`config.mk`:
```
export PLATFORM = sky130hd
export DESIGN_NAME = ca_rule_table_matcher
export DESIGN_NICKNAME = d
export VERILOG_FILES = /design/src/hdl/crtm_pkg.sv /design/src/hdl/crtm_ram.sv /design/src/hdl/crtm_datapath.sv /design/src/hdl/crtm_ctrl.sv /design/src/hdl/ca_rule_table_matcher.sv
export SDC_FILE = /design/constraint.sdc
export NUM_CORES = 2
export LEC_CHECK = 0
export BUFFER_PORTS_ARGS = -buffer_cell sky130_fd_sc_hd__buf_2
export CORE_UTILIZATION = 50
export DETAILED_ROUTE_END_ITERATION = 16
export PLACE_DENSITY = 0.73
export REMOVE_ABC_BUFFERS = 1
export SYNTH_ARGS = -nofsm -noshare
export SYNTH_HDL_FRONTEND = slang
export SYNTH_SLANG_ARGS = --single-unit
```
`constraint.sdc`:
```
create_clock -name i_clk -period 3.1 [get_ports i_clk]
set_clock_uncertainty 0.05 [all_clocks]
set_input_delay 0.31 -clock i_clk [delete_from_list [all_inputs] [get_ports i_clk]]
set_output_delay 0.31 -clock i_clk [all_outputs]
set_load 0.02 [all_outputs]
```
`src/hdl/crtm_pkg.sv`:
```
`default_nettype none

package crtm_pkg;

    // Field widths of the stream items.
    localparam int RULE_IDX_W = 6;
    localparam int MASK_W     = 36;
    localparam int STATE_W    = 2;
    localparam int NUM_POS    = 9;
    localparam int CELLS_W    = NUM_POS * STATE_W;
    localparam int RULE_W     = MASK_W + STATE_W;

    // Input tdata: rule_index, allowed_masks, rule_next, cells, zero pad.
    localparam int IN_IDX_LSB   = 0;
    localparam int IN_MASK_LSB  = IN_IDX_LSB + RULE_IDX_W;
    localparam int IN_NEXT_LSB  = IN_MASK_LSB + MASK_W;
    localparam int IN_CELLS_LSB = IN_NEXT_LSB + STATE_W;
    localparam int S_TDATA_W    = 64;

    // Output tdata: next_cell, hit_index.
    localparam int M_TDATA_W = 8;

    // Configuration port.
    localparam int CFG_IDX_W  = 2;
    localparam int CFG_DATA_W = 7;
    localparam int COUNT_W    = 7;

    localparam int NUM_STATES      = 4;
    localparam int MAX_RULES_DEFAULT = 64;

    // Mask bits for states at or above NUM_STATES are dropped at load.
    localparam logic [3:0] STATE_BITS =
        (NUM_STATES >= 4) ? 4'hF : 4'((1 << NUM_STATES) - 1);
    localparam logic [MASK_W-1:0] KEEP_MASK = {NUM_POS{STATE_BITS}};

    // Item kinds carried in the input tuser.
    localparam logic CMD_LOAD   = 1'b0;
    localparam logic CMD_LOOKUP = 1'b1;

    // Configuration register indexes.
    localparam logic [CFG_IDX_W-1:0] REG_KIND     = 2'd0;
    localparam logic [CFG_IDX_W-1:0] REG_SYMMETRY = 2'd1;
    localparam logic [CFG_IDX_W-1:0] REG_COUNT    = 2'd2;

    // Neighbourhood kinds and symmetry modes.
    localparam logic       KIND_VON_NEUMANN = 1'b0;
    localparam logic       KIND_MOORE       = 1'b1;
    localparam logic [1:0] SYM_NONE         = 2'd0;
    localparam logic [1:0] SYM_QUARTER      = 2'd1;
    localparam logic [1:0] SYM_EIGHTH       = 2'd2;

    // Commands from the controller to the datapath.
    typedef struct packed {
        logic wr_rule;   // a load beat is accepted
        logic capture;   // a lookup beat is accepted
        logic search;    // one step of the rule scan
        logic save_res;  // latch the scan result
        logic push;      // move the result into the output register
    } t_dp_cmd;

    // Status from the datapath to the controller.
    typedef struct packed {
        logic done;      // the scan has a result this cycle
        logic match;     // the rule checked this cycle matches
    } t_dp_sts;

endpackage

`default_nettype wire

```
`src/hdl/crtm_ram.sv`:
```
`default_nettype none

module crtm_ram #(
    parameter int WIDTH = 8,
    parameter int DEPTH = 64,
    localparam int AW = (DEPTH > 1) ? $clog2(DEPTH) : 1
) (
    input  wire logic             i_clk,
    input  wire logic             i_we,
    input  wire logic [AW-1:0]    i_waddr,
    input  wire logic [WIDTH-1:0] i_wdata,
    input  wire logic             i_re,
    input  wire logic [AW-1:0]    i_raddr,
    output logic      [WIDTH-1:0] o_rdata
);

    logic [WIDTH-1:0] r_mem [DEPTH];
    logic [WIDTH-1:0] r_rdata;

    always_ff @(posedge i_clk) begin
        if (i_we) begin
            r_mem[i_waddr] <= i_wdata;
        end
        if (i_re) begin
            r_rdata <= r_mem[i_raddr];
        end
    end

    assign o_rdata = r_rdata;

endmodule

`default_nettype wire

```
`src/hdl/crtm_datapath.sv`:
```
`default_nettype none

module crtm_datapath #(
    parameter int MAX_RULES = crtm_pkg::MAX_RULES_DEFAULT
) (
    input  wire logic                            i_clk,
    input  wire logic                            i_rst_n,
    input  wire logic                            i_cfg_valid,
    input  wire logic [crtm_pkg::CFG_IDX_W-1:0]  i_cfg_index,
    input  wire logic [crtm_pkg::CFG_DATA_W-1:0] i_cfg_data,
    input  wire logic [crtm_pkg::S_TDATA_W-1:0]  i_s_tdata,
    input  wire crtm_pkg::t_dp_cmd               i_cmd,
    output crtm_pkg::t_dp_sts                    o_sts,
    output logic      [crtm_pkg::M_TDATA_W-1:0]  o_m_tdata,
    output logic                                 o_m_tuser
);

    import crtm_pkg::*;

    localparam int ADDR_W = (MAX_RULES > 1) ? $clog2(MAX_RULES) : 1;
    localparam int LIM_W  = ($clog2(MAX_RULES + 1) > COUNT_W) ? $clog2(MAX_RULES + 1) : COUNT_W;

    // One rule against one neighbourhood, all permitted rotations in parallel.
    function automatic logic rule_match(input logic [MASK_W-1:0] mask,
                                        input logic [CELLS_W-1:0] cells,
                                        input logic kind,
                                        input logic [1:0] sym);
        logic       c_ok;
        logic [7:0] ok_m;
        logic [3:0] ok_v;
        logic [7:0] en_m;
        logic [3:0] en_v;
        int         cp;
        c_ok = mask[int'(cells[STATE_W-1:0])];
        for (int r = 0; r < 8; r++) begin
            ok_m[r] = 1'b1;
            for (int i = 0; i < 8; i++) begin
                cp = 1 + ((i + r) & 7);
                ok_m[r] &= mask[4 * (1 + i) + int'(cells[STATE_W*cp +: STATE_W])];
            end
        end
        for (int r = 0; r < 4; r++) begin
            ok_v[r] = 1'b1;
            for (int i = 0; i < 4; i++) begin
                cp = 1 + 2 * ((i + r) & 3);
                ok_v[r] &= mask[4 * (1 + 2 * i) + int'(cells[STATE_W*cp +: STATE_W])];
            end
        end
        case (sym)
            SYM_QUARTER: begin
                en_m = 8'b0101_0101;
                en_v = 4'b1111;
            end
            SYM_EIGHTH: begin
                en_m = 8'b1111_1111;
                en_v = 4'b1111;
            end
            default: begin
                en_m = 8'b0000_0001;
                en_v = 4'b0001;
            end
        endcase
        if (kind == KIND_MOORE) begin
            return c_ok & (|(ok_m & en_m));
        end
        return c_ok & (|(ok_v & en_v));
    endfunction

    logic                  r_kind;
    logic [1:0]            r_sym;
    logic [COUNT_W-1:0]    r_count;
    logic [CELLS_W-1:0]    r_cells;
    logic [LIM_W-1:0]      r_addr;
    logic                  r_chk_valid;
    logic [LIM_W-1:0]      r_chk_idx;
    logic [STATE_W-1:0]    r_res_next;
    logic                  r_res_matched;
    logic [RULE_IDX_W-1:0] r_res_hit;
    logic [STATE_W-1:0]    r_out_next;
    logic                  r_out_matched;
    logic [RULE_IDX_W-1:0] r_out_hit;

    logic [RULE_IDX_W-1:0]    in_idx;
    logic [RULE_IDX_W+ADDR_W-1:0] wr_wide;
    logic                     wr_en;
    logic [RULE_W-1:0]        wr_data;
    logic [RULE_W-1:0]        rd_data;
    logic [LIM_W-1:0]         count_ext;
    logic [LIM_W-1:0]         limit;
    logic                     issue;
    logic                     hit;

    assign in_idx  = i_s_tdata[IN_IDX_LSB +: RULE_IDX_W];
    assign wr_wide = {{ADDR_W{1'b0}}, in_idx};
    assign wr_en   = i_cmd.wr_rule && (32'(in_idx) < MAX_RULES);
    assign wr_data = {i_s_tdata[IN_NEXT_LSB +: STATE_W],
                      i_s_tdata[IN_MASK_LSB +: MASK_W] & KEEP_MASK};

    // A rule count above the table size searches the whole table.
    // No further read is issued once a rule has matched, so the check stage
    // is empty whenever the scan is not running.
    assign count_ext = LIM_W'(r_count);
    assign limit     = (32'(r_count) > MAX_RULES) ? LIM_W'(MAX_RULES) : count_ext;
    assign issue     = i_cmd.search && !hit && (r_addr < limit);

    crtm_ram #(
        .WIDTH(RULE_W),
        .DEPTH(MAX_RULES)
    ) u_rules (
        .i_clk  (i_clk),
        .i_we   (wr_en),
        .i_waddr(wr_wide[ADDR_W-1:0]),
        .i_wdata(wr_data),
        .i_re   (issue),
        .i_raddr(r_addr[ADDR_W-1:0]),
        .o_rdata(rd_data)
    );

    assign hit = r_chk_valid && rule_match(rd_data[MASK_W-1:0], r_cells, r_kind, r_sym);

    always_comb begin
        o_sts.match = hit;
        o_sts.done  = hit || (!r_chk_valid && !(r_addr < limit));
    end

    always_ff @(posedge i_clk) begin
        if (!i_rst_n) begin
            r_kind      <= KIND_MOORE;
            r_sym       <= SYM_NONE;
            r_count     <= '0;
            r_addr      <= '0;
            r_chk_valid <= 1'b0;
        end else begin
            if (i_cfg_valid) begin
                case (i_cfg_index)
                    REG_KIND:     r_kind  <= i_cfg_data[0];
                    REG_SYMMETRY: r_sym   <= i_cfg_data[1:0];
                    REG_COUNT:    r_count <= i_cfg_data[COUNT_W-1:0];
                    default: ;
                endcase
            end
            if (i_cmd.capture) begin
                r_addr      <= '0;
                r_chk_valid <= 1'b0;
            end else if (i_cmd.search) begin
                r_chk_valid <= issue;
                if (issue) begin
                    r_addr <= r_addr + LIM_W'(1);
                end
            end
        end
    end

    always_ff @(posedge i_clk) begin
        if (i_cmd.capture) begin
            r_cells <= i_s_tdata[IN_CELLS_LSB +: CELLS_W];
        end
        if (i_cmd.search) begin
            r_chk_idx <= r_addr;
        end
        if (i_cmd.save_res) begin
            if (hit) begin
                r_res_next    <= rd_data[RULE_W-1 -: STATE_W];
                r_res_matched <= 1'b1;
                r_res_hit     <= r_chk_idx[RULE_IDX_W-1:0];
            end else begin
                r_res_next    <= r_cells[STATE_W-1:0];
                r_res_matched <= 1'b0;
                r_res_hit     <= '0;
            end
        end
        if (i_cmd.push) begin
            r_out_next    <= r_res_next;
            r_out_matched <= r_res_matched;
            r_out_hit     <= r_res_hit;
        end
    end

    assign o_m_tdata = {r_out_hit, r_out_next};
    assign o_m_tuser = r_out_matched;

endmodule

`default_nettype wire

```
`src/hdl/crtm_ctrl.sv`:
```
`default_nettype none

module crtm_ctrl (
    input  wire logic              i_clk,
    input  wire logic              i_rst_n,
    input  wire logic              i_s_tvalid,
    input  wire logic              i_s_tuser,
    input  wire logic              i_m_tready,
    input  wire crtm_pkg::t_dp_sts i_sts,
    output logic                   o_s_tready,
    output logic                   o_m_tvalid,
    output crtm_pkg::t_dp_cmd      o_cmd
);

    import crtm_pkg::*;

    typedef enum logic [1:0] {
        S_IDLE,
        S_SEARCH,
        S_PUSH
    } t_state;

    t_state r_state;
    t_state n_state;
    logic   r_m_valid;
    logic   n_m_valid;
    logic   accept;
    logic   out_free;

    assign o_s_tready = (r_state == S_IDLE);
    assign accept     = i_s_tvalid && o_s_tready;
    assign out_free   = !r_m_valid || i_m_tready;

    always_comb begin
        n_state       = r_state;
        n_m_valid     = r_m_valid && !i_m_tready;
        o_cmd         = '0;
        case (r_state)
            S_IDLE: begin
                o_cmd.wr_rule = accept && (i_s_tuser == CMD_LOAD);
                o_cmd.capture = accept && (i_s_tuser == CMD_LOOKUP);
                if (o_cmd.capture) begin
                    n_state = S_SEARCH;
                end
            end
            S_SEARCH: begin
                o_cmd.search = 1'b1;
                if (i_sts.done) begin
                    o_cmd.save_res = 1'b1;
                    n_state        = S_PUSH;
                end
            end
            S_PUSH: begin
                if (out_free) begin
                    o_cmd.push = 1'b1;
                    n_m_valid  = 1'b1;
                    n_state    = S_IDLE;
                end
            end
            default: begin
                n_state = S_IDLE;
            end
        endcase
    end

    always_ff @(posedge i_clk) begin
        if (!i_rst_n) begin
            r_state   <= S_IDLE;
            r_m_valid <= 1'b0;
        end else begin
            r_state   <= n_state;
            r_m_valid <= n_m_valid;
        end
    end

    assign o_m_tvalid = r_m_valid;

endmodule

`default_nettype wire

```
`src/hdl/ca_rule_table_matcher.sv`:
```
`default_nettype none

// Channel     Dir  Handshake                      Payload
// s_axis      in   s_axis_tvalid / s_axis_tready  tdata: rule items and lookups, tuser: cmd
// m_axis      out  m_axis_tvalid / m_axis_tready  tdata: next_cell, hit_index; tuser: matched
// cfg         in   i_cfg_valid / o_cfg_ready      i_cfg_index, i_cfg_data
//
// A load beat writes one rule RAM slot if its rule_index is below MAX_RULES.
// A lookup scans the rules at one RAM read per cycle and stops at the first match
// or after n rules, n being rule_count capped at MAX_RULES; the next beat can be
// taken once the result has been moved into the output register. Reset is
// synchronous, active low; it clears the controller, config and scan registers,
// not the result registers or rule RAM. Configuration writes are always taken.
// The finished result sits in the output register while the next beat is taken;
// a stalled output only holds a later lookup before its result is moved out.

module ca_rule_table_matcher #(
    parameter int MAX_RULES = crtm_pkg::MAX_RULES_DEFAULT
) (
    input  wire logic                            i_clk,
    input  wire logic                            i_rst_n,
    input  wire logic                            s_axis_tvalid,
    output logic                                 s_axis_tready,
    // [5:0] rule_index, [41:6] allowed_masks, [43:42] rule_next, [61:44] cells
    input  wire logic [crtm_pkg::S_TDATA_W-1:0]  s_axis_tdata,
    // [0] cmd
    input  wire logic                            s_axis_tuser,
    output logic                                 m_axis_tvalid,
    input  wire logic                            m_axis_tready,
    // [1:0] next_cell, [7:2] hit_index
    output logic      [crtm_pkg::M_TDATA_W-1:0]  m_axis_tdata,
    // [0] matched
    output logic                                 m_axis_tuser,
    input  wire logic                            i_cfg_valid,
    output logic                                 o_cfg_ready,
    input  wire logic [crtm_pkg::CFG_IDX_W-1:0]  i_cfg_index,
    input  wire logic [crtm_pkg::CFG_DATA_W-1:0] i_cfg_data
);

    import crtm_pkg::*;

    t_dp_cmd dp_cmd;
    t_dp_sts dp_sts;
    logic    cfg_write;

    assign o_cfg_ready = 1'b1;
    assign cfg_write   = i_cfg_valid && o_cfg_ready;

    crtm_ctrl u_ctrl (
        .i_clk     (i_clk),
        .i_rst_n   (i_rst_n),
        .i_s_tvalid(s_axis_tvalid),
        .i_s_tuser (s_axis_tuser),
        .i_m_tready(m_axis_tready),
        .i_sts     (dp_sts),
        .o_s_tready(s_axis_tready),
        .o_m_tvalid(m_axis_tvalid),
        .o_cmd     (dp_cmd)
    );

    crtm_datapath #(
        .MAX_RULES(MAX_RULES)
    ) u_datapath (
        .i_clk      (i_clk),
        .i_rst_n    (i_rst_n),
        .i_cfg_valid(cfg_write),
        .i_cfg_index(i_cfg_index),
        .i_cfg_data (i_cfg_data),
        .i_s_tdata  (s_axis_tdata),
        .i_cmd      (dp_cmd),
        .o_sts      (dp_sts),
        .o_m_tdata  (m_axis_tdata),
        .o_m_tuser  (m_axis_tuser)
    );

    // A lookup closes the input until its result has been moved out.
    a_lookup_blocks: assert property (@(posedge i_clk) disable iff (!i_rst_n)
        (s_axis_tvalid && s_axis_tready && (s_axis_tuser == CMD_LOOKUP))
        |=> !s_axis_tready)
        else $error("input still open after a lookup beat");

    // The rule RAM is never written while a scan reads it.
    a_no_write_in_scan: assert property (@(posedge i_clk) disable iff (!i_rst_n)
        dp_cmd.search |-> !dp_cmd.wr_rule && !s_axis_tready)
        else $error("rule write during a scan");

    // A result appears on the output only after a push from the controller.
    a_valid_from_push: assert property (@(posedge i_clk) disable iff (!i_rst_n)
        $rose(m_axis_tvalid) |-> $past(dp_cmd.push))
        else $error("output valid without a push");

    // A match can only be reported while a scan is running.
    a_match_in_scan: assert property (@(posedge i_clk) disable iff (!i_rst_n)
        dp_sts.match && !dp_cmd.search |-> 1'b0)
        else $error("match reported outside a scan");

endmodule

`default_nettype wire
```
# Word-level counts from Yosys, hierarchy flattened
# Memories as Yosys holds them, arrays and structs flattened. A register that Yosys moved wholly into a read port is not among the register bits.
# Index checks and enable logic that the tools add are counted.
op_classes:
  n_reduce_logical: 26
  n_mux: 215
  bitwise_logic: 74
  n_addsub: 65
  order_cmp: 67
  n_eq_ne: 9
ops:
  columns: ["op", "n"]
  rows:
  - ["$lt A32 B8 Y1 const B", 64]
  - ["$bmux W1 S6", 64]
  - ["$add A5 B2 Y6 const A", 32]
  - ["$mux W1", 140]
  - ["$add A4 B2 Y5 const A", 16]
  - ["$and A1 B1 Y1", 70]
  - ["$add A6 B2 Y7 const A", 8]
  - ["$add A3 B2 Y4 const A", 8]
  - ["$pmux W8 S2", 1]
  - ["$mux W2", 6]
  - ["$and A8 B8 Y8", 1]
  - ["$logic_and A1 B1 Y1", 8]
  - ["$reduce_and A2 Y1", 4]
  - ["$reduce_or A8 Y1", 1]
  - ["$add A7 B1 Y7 const B", 1]
  - ["$gt A7 B7 Y1 const B", 1]
  - ["$lt A2 B7 Y1 const B", 1]
  - ["$lt A7 B7 Y1", 1]
  - ["$mux W7", 1]
  - ["$eq A2 B1 Y1 const B", 3]
  - ["$eq A2 B2 Y1 const B", 3]
  - ["$pmux W2 S3", 1]
  - ["$logic_not A1 Y1", 5]
  - ["$and A4 B4 Y4", 1]
  - ["10 further kinds", 15]
word_totals:
  out_inout_bits: 12
  in_bits: 79
  regBits: 63
  n_memories: 1
  word_cells: 472
  ram_bits: 2432
mem_list:
  columns: ["memory", "depth", "word_bits", "read_ports", "rd_clocked_by_memory_dff", "wr", "line_no", "text"]
  rows:
  - ["u_datapath.u_rules.r_mem", 64, 38, 1, 1, 1, "crtm_ram.sv:17", "logic [WIDTH-1:0] r_mem [DEPTH];"]

# Logic depth before layout (Yosys ltp)
depth:
  depth_word: 23
  ltp_mapped: 11
  depth_no_buf: 10

# By module
# Synthesis repeated with hierarchy kept, for this count alone.
hier_totals:
  cells_unflattened: 4274
  area_unflattened_um2: 97638.6
by_module_without_submodules:
  columns: ["mod", "instances", "area_each_um2", "seq_area_each_um2", "cells_each"]
  rows:
  - ["crtm_ram", 1, 93318.2, 74171.1, 3989]
  - ["crtm_datapath", 1, 4145.2, 1621.6, 265]
  - ["crtm_ctrl", 1, 163.9, 60.1, 18]
  - ["ca_rule_table_matcher", 1, 11.3, 0.0, 2]

# Worst setup path after synthesis
# OpenSTA, ideal clock, no wires.
synth_path:
  path_kind: "register to register"
  startpoint: "reg u_ctrl.r_state[1]"
  endpoint: "mem u_datapath.u_rules.r_mem[31][0] (netlist bit) (enable)"
  path_stages_with_launch: 6
  n_path_buf: 0
  synth_period_minus_slack_ns: 3.539
  slack_ns: -0.439
  required_time_ns: 2.617
  setup_time_ns: 0.433
  arrival_ns: 3.056
  cell_sequence: "dfxtp_1 -> nor2_1 -> nand2_1 -> nor3b_1 -> nand3_1 -> nor2_1"
synth_via:
  elab_chain_cells: 6
synth_lines:
  columns: ["item", "line_no", "text"]
  rows:
  - ["from (decl)", "crtm_ctrl.sv:23", "t_state r_state;"]
  - ["from (signal assigned)", "crtm_ctrl.sv:71", "r_state <= n_state;"]
  - ["$logic_not A2 Y1 (*)", "crtm_ctrl.sv:30", "assign o_s_tready = (r_state == S_IDLE);"]
  - ["net s_axis_tready", "ca_rule_table_matcher.sv:23", "output logic s_axis_tready,"]
  - ["$logic_and A1 B1 Y1", "crtm_ctrl.sv:31", "assign accept = i_s_tvalid && o_s_tready;"]
  - ["$logic_and A1 B1 Y1", "crtm_ctrl.sv:40", "o_cmd.wr_rule = accept && (i_s_tuser == CMD_LOAD);"]
  - ["$mux W2 (*)", "crtm_ctrl.sv:38", "case (r_state)"]
  - ["$mux W1 (*)", "crtm_ram.sv:21", "if (i_we) begin"]
  - ["$mux W1 (not written as such) (*)", "crtm_ram.sv:22", "r_mem[i_waddr] <= i_wdata;"]
  - ["to (decl)", "crtm_ram.sv:17", null]
# The timed path passes the listed nets; every way through them passes the cells marked *.

# Worst setup path in the final report
layout_path:
  startpoint: "reg u_datapath.r_addr[0]"
  endpoint: "reg u_datapath.u_rules.r_rdata[28], in the netlist u_datapath.u_rules.o_rdata[28], read port of u_datapath.u_rules.r_mem (data pin)"
layout_via:
  elab_chain_cells: 2
layout_lines:
  columns: ["item", "line_no", "text"]
  rows:
  - ["from (decl)", "crtm_datapath.sv:73", "logic [LIM_W-1:0] r_addr;"]
  - ["from (signal assigned)", "crtm_datapath.sv:148", "r_addr <= r_addr + LIM_W'(1);"]
  - ["$lt A7 B7 Y1", "crtm_datapath.sv:104", "assign issue = i_cmd.search && !hit && (r_addr < limit);"]
  - ["$logic_and A1 B1 Y1", "crtm_datapath.sv:104", null]
  - ["to (decl)", "crtm_ram.sv:18", "logic [WIDTH-1:0] r_rdata;"]
# Several ways; a longest one is shown, not always the timed one.
# A chain may end at the register's enable or synchronous reset.

==> impl_metrics.yaml <==
run_status:
  status: "completed"
die:
  die_h_microns: 443
  start_util: 0.505
  core-area_sq_um: 193000
  die_w_microns: 443
  ioPinCount: 91
  die_area_sq_um: 197000
  row_count: 161
cts:
  clock-sinks: 2533
  clk_pin_slew_ns: 0.07
  cts_max_level: 4
  numCtsBuffers: 241
  clock_path_buffers: 3
  cts_root_buffer: "clkbuf_16"
  cts_tree: "built"
  worstSkewPairLatency_ns: 0.89
route:
  drt_iter0_drc: 6498
  dr_total_vias: 47100
  drt-wirelength-per-cell_microns: 36.5
  wirelength_microns: 259000
  drc: 0
  drt-pass1-iter-count: 5
  ant_nets: 0
  viasPerCell: 6.64
placement:
  place_congestion: 0.822
  portBuffers: 87
  dp_hpwl_microns: 141000
  place_area_sq_um: 105000
  dpl_worst_slack_ns: -0.104
timing:
  slew-limit-headroom: 0.228
  worst_slack_ns: 0.00422
  period_minus_slack_ns: 3.10
  worstMarginPinSlew_ns: 1.16
  rsz0062_at_grt: "true"
  fmax_mhz: 323
  whs_ns: 0.0663
  fin_crit_sh: 0.999
  setup_viol: 0
  slew_violations: 0
  hold_viol: 0
run:
  max_cap_violations: 0
finish:
  final_area_sq_um: 114000
  nNetsFinal: 4440
  area_growth_pct: 16.8
  seqCellArea_sq_um: 75900
  fillers: 12900
  drive_gt1_frac: 0.380
  multi_input_comb_area_sq_um: 21200
power:
  p_leak_nw: 34.4
  max-vdd-ir-drop_uv: 625
  p_total_mw: 69.0
  power_per_cell_area_nw_per_um2: 606
synthesis:
  syn_area_sq_um: 97400
  synth_top_area_frac: 0.774
  muxShareOfSynthArea: 0.201
  async_flop_share: 0
  netlist.top_cell.by_area: "edfxtp_1"
  synthDistinctLibCells: 45
  synth-seq-cells: 2533
  synth_warnings: 0
  synth_common_cells: "2512 x edfxtp_1, 852 x mux4_2, 139 x clkbuf_1"
  synth_most_common_cell: "edfxtp_1"
  synth_top_family_by_area: "multiplexers"
  syn_inst: 3833
  synth_seq_area_share: 0.779
  synth_compound_area_frac: 0.00234
  synth-adder-area-share: 0.00103
  synth-xor-area-share: 0
  synth_edf_count: 2512
  syn_avg_cell_area_sq_um: 25.4
  synth_flop_cell: "edfxtp_1"
  synth_area_leaders: "edfxtp_1 77%, mux4_2 20%, clkbuf_1 0.54%"
  yosys.area_share.simple: 0.00827
critical_path:
  r2r_cells: 7
  cp-start-kind: "flop"
  required_ns: 3.62
  crit_fanout: 13
  cp-end-kind: "flop"
  r2r_end: "u_datapath.u_rules.o_rdata[28]"
  crit_type: "reg -> reg"
  worstPathArrival_ns: 3.62
  r2r-start: "u_datapath.r_addr[0]"
  r2r_slack_ns: 0.004
global_routing:
  grt_usage: 0.262
  overflow: 0
  grt_pass1_wl_microns: 359000
  grt_start_max_net_pins: 65
  grt_antenna_before_repair: 20
  grt_pass1_vias: 47500
worst_hold_path:
  min_from: "s_axis_tdata[24]"
  whs_endpoint: "u_datapath.u_rules.r_mem[42][18]"
  hp-class: "in -> reg"
  hold_depth: 1
registers in the layout (all words and copies together), names as in the netlist, 6 cells and up:
register and flops:
u_datapath.count_ext 7, u_datapath.r_addr 7, u_datapath.r_cells 18, u_datapath.r_chk_idx 6, u_datapath.r_out_hit 6, u_datapath.r_res_hit 6, u_datapath.u_rules.o_rdata 38, u_datapath.u_rules.r_mem 2432
placed cells by master (no fill, tap or decap), drive strengths merged, types with 13 or more instances in the layout:
cell type | Yosys | routed
buf | 68 | 444
bufinv | 0 | 25
clkbuf | 139 | 297
clkinv | 0 | 120
clkinvlp | 0 | 13
dfxtp | 21 | 21
dlygate4sd3 | 0 | 32
edfxtp | 2512 | 2512
mux4 | 863 | 863
nand2 | 32 | 32
nand4 | 16 | 16
nor2 | 85 | 85
area by class of cell:
cell class | count | area share
clock inverters | 163 | 0.0153
well taps | 2526 | 0.0278
diodes | 10 | 0.000220
multi-input cells | 1086 | 0.187
inverters | 7 | 0.000319
flip-flops and latches | 2533 | 0.667
clock buffers | 289 | 0.0548
repair buffers | 484 | 0.0484
power by group:
part           total [mW]  internal (mW)  switching [mW]
clock network        29.4           16.5            12.9
logic                1.76          0.710            1.05
registers            37.8           37.8          0.0629
logic make-up (layout without fill, tap and decap cells):
logic type                 Yosys count  count (layout)
DFF                               2533            2533
muxes                              874             874
buffers and inverters              214             943
and+or+nand+nor                    173             173
AOI/OAI and AO/OA                   30              30
adders and majority gates            8               8
other                                1              11
stage by stage:
stage	setup TNS, ns	instances	utilization
after floorplan	-3160.08	3626	-
after global placement	-3.27	6551	0.542
after detailed placement	-2.22	6551	0.542
after CTS	-0.143	7055	0.587
after global routing	-0.0816	7096	0.590
final	0	7098	0.590
worst max-delay path, cell delays in order (launching register included):
cell and delay [ns]:
dfxtp_4 0.37, buf_12 0.16, buf_16 0.19, buf_12 0.18
buf_16 0.18, mux4_2 0.55, mux4_2 0.50, mux4_2 0.54
metal layers:
metal,vias to the layer above,GRT usage,part of all wire
li1,18000,-,-
met1,25300,0.353,0.36
met2,3294,0.415,0.48
met3,617,0.0582,0.11
met4,4,0.111,0.046
met5,-,0,0.00011
worst max path at each step:
stage	cells after the start	slack (ns)	endpoint	from
3_5_place_dp	9	-0.10	u_datapath.u_rules.o_rdata[10]	u_datapath.u_rules.o_rdata[18]
4_1_cts	5	-0.04	u_datapath.u_rules.o_rdata[19]	u_datapath.r_addr[0]
3_3_place_gp	9	-0.14	u_datapath.u_rules.o_rdata[13]	u_datapath.u_rules.o_rdata[18]
5_1_grt	11	-0.04	u_datapath.r_addr[3]	u_datapath.u_rules.o_rdata[27]
6_report	7	0.004	u_datapath.u_rules.o_rdata[28]	u_datapath.r_addr[0]
2_1_floorplan	0	-24.86	u_datapath.r_chk_idx[0]	u_datapath.r_addr[0]
timing repair:
| action | in CTS | in global routing |
|---|---|---|
| hold buffers | 32 | 0 |
| endpoints found under the hold margin | 36 | 0 |
| buffers inserted | 17 | 26 |
| cloned | 3 | 8 |
| setup endpoints to repair | 68 | 76 |
| gates resized for setup | 17 | 24 |
| pin swaps | 0 | 5 |
Power figures use the tool's default switching activity.
